`config.mk`:
```
export PLATFORM = sky130hd
export DESIGN_NAME = fragment_reassembly_tracker
export DESIGN_NICKNAME = d
export VERILOG_FILES = /design/src/hw/rtl/frt_pkg.sv /design/src/hw/rtl/frt_front.sv /design/src/hw/rtl/frt_back.sv /design/src/hw/rtl/fragment_reassembly_tracker.sv
export SDC_FILE = /design/constraint.sdc
export NUM_CORES = 1
export LEC_CHECK = 0
export BUFFER_PORTS_ARGS = -buffer_cell sky130_fd_sc_hd__buf_2
export CORE_UTILIZATION = 40
export DETAILED_ROUTE_END_ITERATION = 10
export GPL_TIMING_DRIVEN = 0
export PLACE_DENSITY = 0.6
export REMOVE_ABC_BUFFERS = 1
export SKIP_CTS_REPAIR_TIMING = 1
export SLEW_MARGIN = 15
export SYNTH_ARGS = -nofsm -noshare
export SYNTH_HDL_FRONTEND = slang
export SYNTH_HIERARCHICAL = 1
export SYNTH_SLANG_ARGS = --single-unit
```
`constraint.sdc`:
```
create_clock -name clk_i -period 10.3 [get_ports clk_i]
set_clock_uncertainty 0.2 [all_clocks]
set_input_delay 0.515 -clock clk_i [delete_from_list [all_inputs] [get_ports clk_i]]
set_output_delay 0.515 -clock clk_i [all_outputs]
set_load 0.02 [all_outputs]
```
`src/hw/rtl/frt_pkg.sv`:
```
// Shared types and constants for the fragment reassembly tracker.
// Used by frt_front, frt_back and the top level; depends on nothing.
package frt_pkg;

  // Receive buffer size and per-packet payload limit in bytes.
  localparam logic [16:0] BufferBytes = 17'd65536;
  localparam logic [10:0] MaxPayload  = 11'd1024;

  // Reset value of the capacity register.
  localparam logic [16:0] CapReset = 17'd65536;

  // Saturation value of the loss counter.
  localparam logic [31:0] LossMax = 32'hFFFF_FFFF;

  // Depth of the two small queues (command queue and result queue).
  localparam int unsigned QDepth = 2;
  localparam int unsigned QPtrW  = 1;
  localparam int unsigned QCntW  = 2;

  typedef enum logic [1:0] {
    VerdictAccepted = 2'd0,
    VerdictStale    = 2'd1,
    VerdictOrder    = 2'd2,
    VerdictReset    = 2'd3
  } verdict_e;

  // Classified request handed from the front to the back.
  typedef struct packed {
    logic        is_reset;
    logic [63:0] seq_id;
    logic [63:0] seq_id_m1;
    logic [14:0] frag_index;
    logic        final_flag;
    logic [10:0] payload_len;
  } cmd_t;

  // One result item.
  typedef struct packed {
    verdict_e    verdict;
    logic [16:0] write_offset;
    logic [10:0] bytes_taken;
    logic        message_done;
    logic [16:0] message_length;
    logic [31:0] loss_total;
  } res_t;

endpackage

```
`src/hw/rtl/frt_front.sv`:
```
// Front end: accepts header requests, classifies them and queues them.
// Depends on frt_pkg for the command type and queue constants.
module frt_front (
  input  logic                clk_i,
  input  logic                rst_ni,
  input  logic                push,
  output logic                full,
  input  logic                kind_i,
  input  logic [63:0]         seq_id_i,
  input  logic [14:0]         frag_index_i,
  input  logic                final_flag_i,
  input  logic [10:0]         payload_length_i,
  output frt_pkg::cmd_t       cmd_o,
  input  logic                cmd_ready_i,
  output logic                cmd_valid_o
);
  import frt_pkg::*;

  cmd_t             cmd_in;
  cmd_t             mem_q [QDepth];
  logic [QPtrW-1:0] wr_ptr_q, wr_ptr_d;
  logic [QPtrW-1:0] rd_ptr_q, rd_ptr_d;
  logic [QCntW-1:0] cnt_q, cnt_d;
  logic             wr_en;
  logic             rd_en;

  // Classify the incoming header: clip the payload, precompute id minus one.
  always_comb begin
    cmd_in.is_reset    = kind_i;
    cmd_in.seq_id      = seq_id_i;
    cmd_in.seq_id_m1   = seq_id_i - 64'd1;
    cmd_in.frag_index  = frag_index_i;
    cmd_in.final_flag  = final_flag_i;
    cmd_in.payload_len = (payload_length_i > MaxPayload) ? MaxPayload : payload_length_i;
  end

  assign full        = (cnt_q == QCntW'(QDepth));
  assign cmd_valid_o = (cnt_q != '0);
  assign wr_en       = push && !full;
  assign rd_en       = cmd_valid_o && cmd_ready_i;
  assign cmd_o       = mem_q[rd_ptr_q];

  // Queue pointer and fill count update.
  always_comb begin
    wr_ptr_d = wr_en ? wr_ptr_q + 1'b1 : wr_ptr_q;
    rd_ptr_d = rd_en ? rd_ptr_q + 1'b1 : rd_ptr_q;
    cnt_d    = cnt_q;
    if (wr_en && !rd_en) begin
      cnt_d = cnt_q + 1'b1;
    end else if (rd_en && !wr_en) begin
      cnt_d = cnt_q - 1'b1;
    end
  end

  always_ff @(posedge clk_i or negedge rst_ni) begin
    if (!rst_ni) begin
      wr_ptr_q <= '0;
      rd_ptr_q <= '0;
      cnt_q    <= '0;
    end else begin
      wr_ptr_q <= wr_ptr_d;
      rd_ptr_q <= rd_ptr_d;
      cnt_q    <= cnt_d;
    end
  end

  // Queue storage holds the classified commands; it has no reset.
  always_ff @(posedge clk_i) begin
    if (wr_en) begin
      mem_q[wr_ptr_q] <= cmd_in;
    end
  end

endmodule

```
`src/hw/rtl/frt_back.sv`:
```
// Back end: holds the connection state, executes queued requests and
// queues their results. Depends on frt_pkg for the command and result types.
module frt_back (
  input  logic                clk_i,
  input  logic                rst_ni,
  input  logic                cfg_we_i,
  input  logic [16:0]         cfg_wdata_i,
  input  frt_pkg::cmd_t       cmd_i,
  input  logic                cmd_valid_i,
  output logic                cmd_ready_o,
  output frt_pkg::res_t       res_o,
  output logic                empty,
  input  logic                pop
);
  import frt_pkg::*;

  // Configuration and connection state.
  logic [16:0] cap_cfg_q;
  logic [63:0] last_id_q, last_id_d;
  logic [31:0] lost_q, lost_d;
  logic [16:0] bytes_q, bytes_d;
  logic [14:0] expect_q, expect_d;
  logic [63:0] asm_id_q, asm_id_d;
  logic        active_q, active_d;

  // Result queue.
  res_t             rmem_q [QDepth];
  logic [QPtrW-1:0] rwr_ptr_q, rrd_ptr_q;
  logic [QCntW-1:0] rcnt_q, rcnt_d;
  logic             res_full;
  logic             do_cmd;
  logic             do_pop;

  // Datapath intermediates.
  res_t        res_new;
  logic        restart;
  logic [63:0] gap;
  logic [32:0] loss_sum;
  logic [31:0] lost_restart;
  logic [16:0] eff_bytes;
  logic [14:0] eff_expect;
  logic [16:0] cap;
  logic [16:0] room;
  logic [10:0] take;
  logic [16:0] bytes_after;

  assign res_full    = (rcnt_q == QCntW'(QDepth));
  assign cmd_ready_o = !res_full;
  assign do_cmd      = cmd_valid_i && !res_full;
  assign empty       = (rcnt_q == '0);
  assign do_pop      = pop && !empty;
  assign res_o       = rmem_q[rrd_ptr_q];

  // Loss for a new id: ids skipped since the last completed message, saturating.
  always_comb begin
    gap          = cmd_i.seq_id_m1 - last_id_q;
    loss_sum     = {1'b0, lost_q} + {1'b0, gap[31:0]};
    lost_restart = ((|gap[63:32]) || loss_sum[32]) ? LossMax : loss_sum[31:0];
  end

  // Effective capacity and the clipped byte count of this fragment.
  always_comb begin
    restart     = !active_q || (cmd_i.seq_id != asm_id_q);
    eff_bytes   = restart ? '0 : bytes_q;
    eff_expect  = restart ? '0 : expect_q;
    cap         = (cap_cfg_q > BufferBytes) ? BufferBytes : cap_cfg_q;
    room        = (eff_bytes < cap) ? cap - eff_bytes : '0;
    take        = ({6'd0, cmd_i.payload_len} < room) ? cmd_i.payload_len : room[10:0];
    bytes_after = eff_bytes + {6'd0, take};
  end

  // Request execution: next state and result.
  always_comb begin
    last_id_d = last_id_q;
    lost_d    = lost_q;
    bytes_d   = bytes_q;
    expect_d  = expect_q;
    asm_id_d  = asm_id_q;
    active_d  = active_q;
    res_new   = '0;
    if (cmd_i.is_reset) begin
      last_id_d       = '0;
      lost_d          = '0;
      bytes_d         = '0;
      expect_d        = '0;
      asm_id_d        = '0;
      active_d        = 1'b0;
      res_new.verdict = VerdictReset;
    end else if (cmd_i.seq_id <= last_id_q) begin
      res_new.verdict    = VerdictStale;
      res_new.loss_total = lost_q;
    end else begin
      if (restart) begin
        lost_d   = lost_restart;
        asm_id_d = cmd_i.seq_id;
        active_d = 1'b1;
      end
      bytes_d            = eff_bytes;
      expect_d           = eff_expect;
      res_new.loss_total = lost_d;
      if (cmd_i.frag_index != eff_expect) begin
        res_new.verdict = VerdictOrder;
      end else begin
        res_new.verdict      = VerdictAccepted;
        res_new.write_offset = eff_bytes;
        res_new.bytes_taken  = take;
        bytes_d              = bytes_after;
        expect_d             = eff_expect + 15'd1;
        if (cmd_i.final_flag) begin
          res_new.message_done   = 1'b1;
          res_new.message_length = bytes_after;
          last_id_d              = cmd_i.seq_id;
          bytes_d                = '0;
          expect_d               = '0;
          active_d               = 1'b0;
        end
      end
    end
  end

  // Result queue fill count.
  always_comb begin
    rcnt_d = rcnt_q;
    if (do_cmd && !do_pop) begin
      rcnt_d = rcnt_q + 1'b1;
    end else if (do_pop && !do_cmd) begin
      rcnt_d = rcnt_q - 1'b1;
    end
  end

  // Control state, configuration and connection state.
  always_ff @(posedge clk_i or negedge rst_ni) begin
    if (!rst_ni) begin
      cap_cfg_q <= CapReset;
      last_id_q <= '0;
      lost_q    <= '0;
      bytes_q   <= '0;
      expect_q  <= '0;
      asm_id_q  <= '0;
      active_q  <= 1'b0;
      rwr_ptr_q <= '0;
      rrd_ptr_q <= '0;
      rcnt_q    <= '0;
    end else begin
      if (cfg_we_i) begin
        cap_cfg_q <= cfg_wdata_i;
      end
      if (do_cmd) begin
        last_id_q <= last_id_d;
        lost_q    <= lost_d;
        bytes_q   <= bytes_d;
        expect_q  <= expect_d;
        asm_id_q  <= asm_id_d;
        active_q  <= active_d;
        rwr_ptr_q <= rwr_ptr_q + 1'b1;
      end
      if (do_pop) begin
        rrd_ptr_q <= rrd_ptr_q + 1'b1;
      end
      rcnt_q <= rcnt_d;
    end
  end

  // Result queue storage.
  always_ff @(posedge clk_i) begin
    if (do_cmd) begin
      rmem_q[rwr_ptr_q] <= res_new;
    end
  end

endmodule

```
`src/hw/rtl/fragment_reassembly_tracker.sv`:
```
// Top level of the fragment reassembly tracker: front end, command queue
// and back end. Depends on frt_pkg, frt_front and frt_back.
//
//   Channel   Handshake              Data
//   ------    ---------------------  ---------------------------------------------
//   input     push / full            kind, seq_id, frag_index, final_flag, length
//   result    empty / pop            verdict, offset, taken, done, length, loss
//   config    cfg_we_i               cfg_wdata_i (receive capacity)
//
// One request per cycle is sustained while full stays low; the back end executes a
// request in the cycle it leaves the two-entry command queue, and its result is
// registered in the result queue before it reaches the ports. Reset clears both
// queues and all connection state and sets the capacity to 65536. A stalled result
// side fills the result queue, then the command queue, and only then raises full.
module fragment_reassembly_tracker (
  input  logic        clk_i,
  input  logic        rst_ni,
  input  logic        cfg_we_i,
  input  logic [16:0] cfg_wdata_i,
  input  logic        push,
  output logic        full,
  input  logic        kind_i,
  input  logic [63:0] seq_id_i,
  input  logic [14:0] frag_index_i,
  input  logic        final_flag_i,
  input  logic [10:0] payload_length_i,
  output logic        empty,
  input  logic        pop,
  output logic [1:0]  verdict_o,
  output logic [16:0] write_offset_o,
  output logic [10:0] bytes_taken_o,
  output logic        message_done_o,
  output logic [16:0] message_length_o,
  output logic [31:0] loss_total_o
);
  import frt_pkg::*;

  cmd_t  cmd;
  logic  cmd_valid;
  logic  cmd_ready;
  res_t  res;

  // Front end with the command queue.
  frt_front u_front (
    .clk_i           (clk_i),
    .rst_ni          (rst_ni),
    .push            (push),
    .full            (full),
    .kind_i          (kind_i),
    .seq_id_i        (seq_id_i),
    .frag_index_i    (frag_index_i),
    .final_flag_i    (final_flag_i),
    .payload_length_i(payload_length_i),
    .cmd_o           (cmd),
    .cmd_ready_i     (cmd_ready),
    .cmd_valid_o     (cmd_valid)
  );

  // Back end with the connection state and result queue.
  frt_back u_back (
    .clk_i       (clk_i),
    .rst_ni      (rst_ni),
    .cfg_we_i    (cfg_we_i),
    .cfg_wdata_i (cfg_wdata_i),
    .cmd_i       (cmd),
    .cmd_valid_i (cmd_valid),
    .cmd_ready_o (cmd_ready),
    .res_o       (res),
    .empty       (empty),
    .pop         (pop)
  );

  assign verdict_o        = res.verdict;
  assign write_offset_o   = res.write_offset;
  assign bytes_taken_o    = res.bytes_taken;
  assign message_done_o   = res.message_done;
  assign message_length_o = res.message_length;
  assign loss_total_o     = res.loss_total;

endmodule

```
==> impl_metrics.yaml <==
outcome:
  status: "complete, no violations"
global_routing:
  overflow: 0
  grt_antenna_before_repair: 1
  grt_pass1_vias: 26500
  track_usage_pct: 20.8
  grt_max_degree: 97
  grt_first_pass_wirelength_um: 156000
drt:
  drt_iter0_drc: 2200
  viasPerCell: 5.48
  vias: 28100
  antenna_left: 0
  first_pass_iters: 6
  wl_per_cell_um: 20.5
  wl_um: 105000
  route.detailed.drc: 0
clock_network:
  cts_max_path_buffers: 3
  cts_made_buffers: 78
  cts_root_buf: "clkbuf_16"
  clkTransAtPathRegs_ns: 0.06
  clock_latency_ns: 0.65
  h-tree-depth: 3
  clock_sinks: 690
  cts_tree: "built"
setup_path:
  ff2ff_path_depth: 45
  path_class: "register to register"
  cp_slowest_cell: "or4_4"
  worstPathRequired_ns: 10.44
  r2r-start: "u_front/rd_ptr_q$_DFFE_PN0P_"
  start_kind: "register"
  crit_top_cell: "a21o_1"
  endpoint: "u_back/rmem_q[1][47]$_DFFE_PP_"
  cp-startpoint: "u_front/rd_ptr_q$_DFFE_PN0P_"
  cp-end-kind: "register"
  rrSetupSlack_ns: 0.26
  cp.arrival_ns: 10.18
  cp_max_fo: 22
  slowest_delay_ns: 0.58
  rr_endpoint: "u_back/rmem_q[1][47]$_DFFE_PP_"
synthesis:
  yosys.area.top_type: "edfxtp_1"
  synth.distinct_cells: 97
  synthesis.instances: 3498
  seq_area_frac_synth_pct: 51.2
  synth_area_um2: 38300
  syn_area_per_cell_um2: 11.0
  ys_async_sr_fraction_pct: 31.6
  ys.flop_type: "edfxtp_1"
  ys_ff_latch: 690
  synth_edf_count: 472
  yosysWarnings: 6
  yosys.area.top_type_share_pct: 37.0
  synth.area.top_cells: "edfxtp_1 (37%), dfrtp_1 (14%), mux2_2 (7.6%)"
place:
  place.port_buffers: 195
  dpl_cell_area_um2: 41200
  gp_congestion: 0.930
  post-dp-hpwl_um: 76800
sta:
  whs_ns: 0.00358
  hold_violations: 0
  slew_viol_final: 0
  max_slew_margin_pct: 23.5
  min_period_ns: 10.04
  finalSetupViolCount: 0
  fmax_ghz: 0.0996
  worstMarginPinSlew_ns: 1.14
  finalCritPeriodShare_pct: 97.5
finish:
  seq_area_um2: 19600
  fillers: 8626
  mostFrequentLayoutCell: "edfxtp_1"
  mostFrequentLayoutCells: "edfxtp_1 (472), nand2_1 (410), mux2_2 (255)"
  design_area_um2: 45400
  n_antenna_cell: 0
  num-nets-final: 4111
  layout-drive-gt1-share_pct: 19.6
  area_delta_synth_final_pct: 18.6
  multi_input_area_um2: 17900
floorplanning:
  core_um2: 94900
  initial_core_util_pct: 40.4
  design.portCount: 196
  die_w_um: 311
  design.die.area_um2: 97000
  row_count: 113
  die_y_um: 311
worst_hold_path:
  min_path_type: "input port to register"
power:
  p_comb_share_pct: 57.4
  p_sw_mw: 7.56
  p_leak_nw: 17.6
  power_frac_seq_pct: 25.7
  total_power_mw: 17.1
  switching_share_pct: 44.2
  clkPwrFrac_pct: 16.9
  ir_drop_v: 0.000224
  p_int_mw: 9.54
  p_per_area_nw_per_um2: 376
run:
  cap_violations: 0
## metal layers
layer,global-route usage [%],share of wire (%),wire (um),vias up
met5,0,0,0,-
met1,28.3,45,47800,13700
met2,33.9,47,49400,732
met3,2.96,4.3,4540,160
li1,-,-,-,13500
met4,6.86,3.2,3310,0
## worst min-delay path by stage
stage	from	to	cells past startpoint
6_report	payload_length_i[6]	u_front/mem_q[0][6]$_DFFE_PP_	2
3_5_place_dp	rst_ni	u_back/asm_id_q[3]$_DFFE_PN0P_	1
4_1_cts	rst_ni	u_back/asm_id_q[3]$_DFFE_PN0P_	1
2_1_floorplan	rst_ni	u_back/active_q$_DFFE_PN0P_	0
3_3_place_gp	u_back/bytes_q[16]$_DFFE_PN0P_	u_back/bytes_q[16]$_DFFE_PN0P_	2
5_1_grt	seq_id_i[17]	u_front/mem_q[0][108]$_DFFE_PP_	1
## area by class of cell
| type | count | area share (%) |
|---|---|---|
| tap | 1265 | 3.48 |
| inverter | 128 | 1.06 |
| clock buffer | 108 | 4.91 |
| clock inverter | 37 | 1.03 |
| sequential | 690 | 43.2 |
| timing repair buffer | 358 | 6.78 |
| multi-input combinational | 2536 | 39.5 |
## kinds of logic (layout without fill, tap and decap cells)
logic type               count (synthesis)  in the layout  synth area share [%]
AND/OR/NAND/NOR                       1056           1060                  13.5
adder cells (fa/ha/maj)                205            205                  6.77
AO/OA/AOI/OAI                          778            778                  12.5
buffers and inverters                  276            631                  2.97
multiplexers                           260            260                  7.64
flip-flops                             690            690                  51.2
XOR/XNOR                               233            233                  5.37
## flip-flops by register name, indices dropped and copies added, names as in the netlist
signal / count
u_back/lost_q: 32
u_front/wr_ptr_q: 1
u_back/rcnt_q: 2
u_back/active_q: 1
u_back/asm_id_q: 64
u_back/last_id_q: 64
u_back/rrd_ptr_q: 1
u_front/rd_ptr_q: 1
u_back/rwr_ptr_q: 1
u_back/rmem_q: 160
u_back/expect_q: 15
u_back/cap_cfg_q: 17
u_front/mem_q: 312
u_front/cnt_q: 2
u_back/bytes_q: 17
## cells in the mapped netlist, types with 50 or more instances
cell type	count
nor3_1	60
o21ai_0	238
xor2_1	108
edfxtp_1	472
a211oi_1	50
nor2_1	204
nand4_1	71
dfrtp_1	217
clkbuf_1	112
nand2_1	411
xnor2_1	123
a21oi_1	183
mux2_2	257
inv_1	127
o21ai_1	69
nand3_1	79
ha_1	201
## per-stage QoR
step                      std cells  setup WS, ns  util, %   TNS, ns
final                          5122         0.257     47.9         0
after global routing           5122        -0.134     47.9    -0.901
after CTS                      4994         -3.41     46.2   -116.00
after detailed placement       4849         -3.33     43.4   -111.47
after global placement         4810        -10.68     42.4  -2477.80
after floorplan                3350         -3.20        -   -272.57
## power groups by stage
stage | clock network [mW] | logic, mW | registers, mW
final | 2.89 | 9.81 | 4.39
after global routing | 3.06 | 10.8 | 4.48
after CTS | 2.96 | 9.57 | 4.40
after detailed placement | 0 | 9.52 | 4.45
after global placement | 0 | 9.05 | 4.76
after floorplan | 0 | 6.57 | 4.54
## worst max-delay path: cells and delay by family (launching register included)
family / cells / cell delay, ns
muxes: 1 / 0.37
buffers and inverters: 3 / 0.54
and+or+nand+nor: 14 / 3.09
xor gates and xnor gates: 2 / 0.43
DFF: 1 / 0.56
AOI/OAI and AO/OA: 22 / 3.77
adders and majority gates: 3 / 0.71
(Power assumes the default switching activity.)
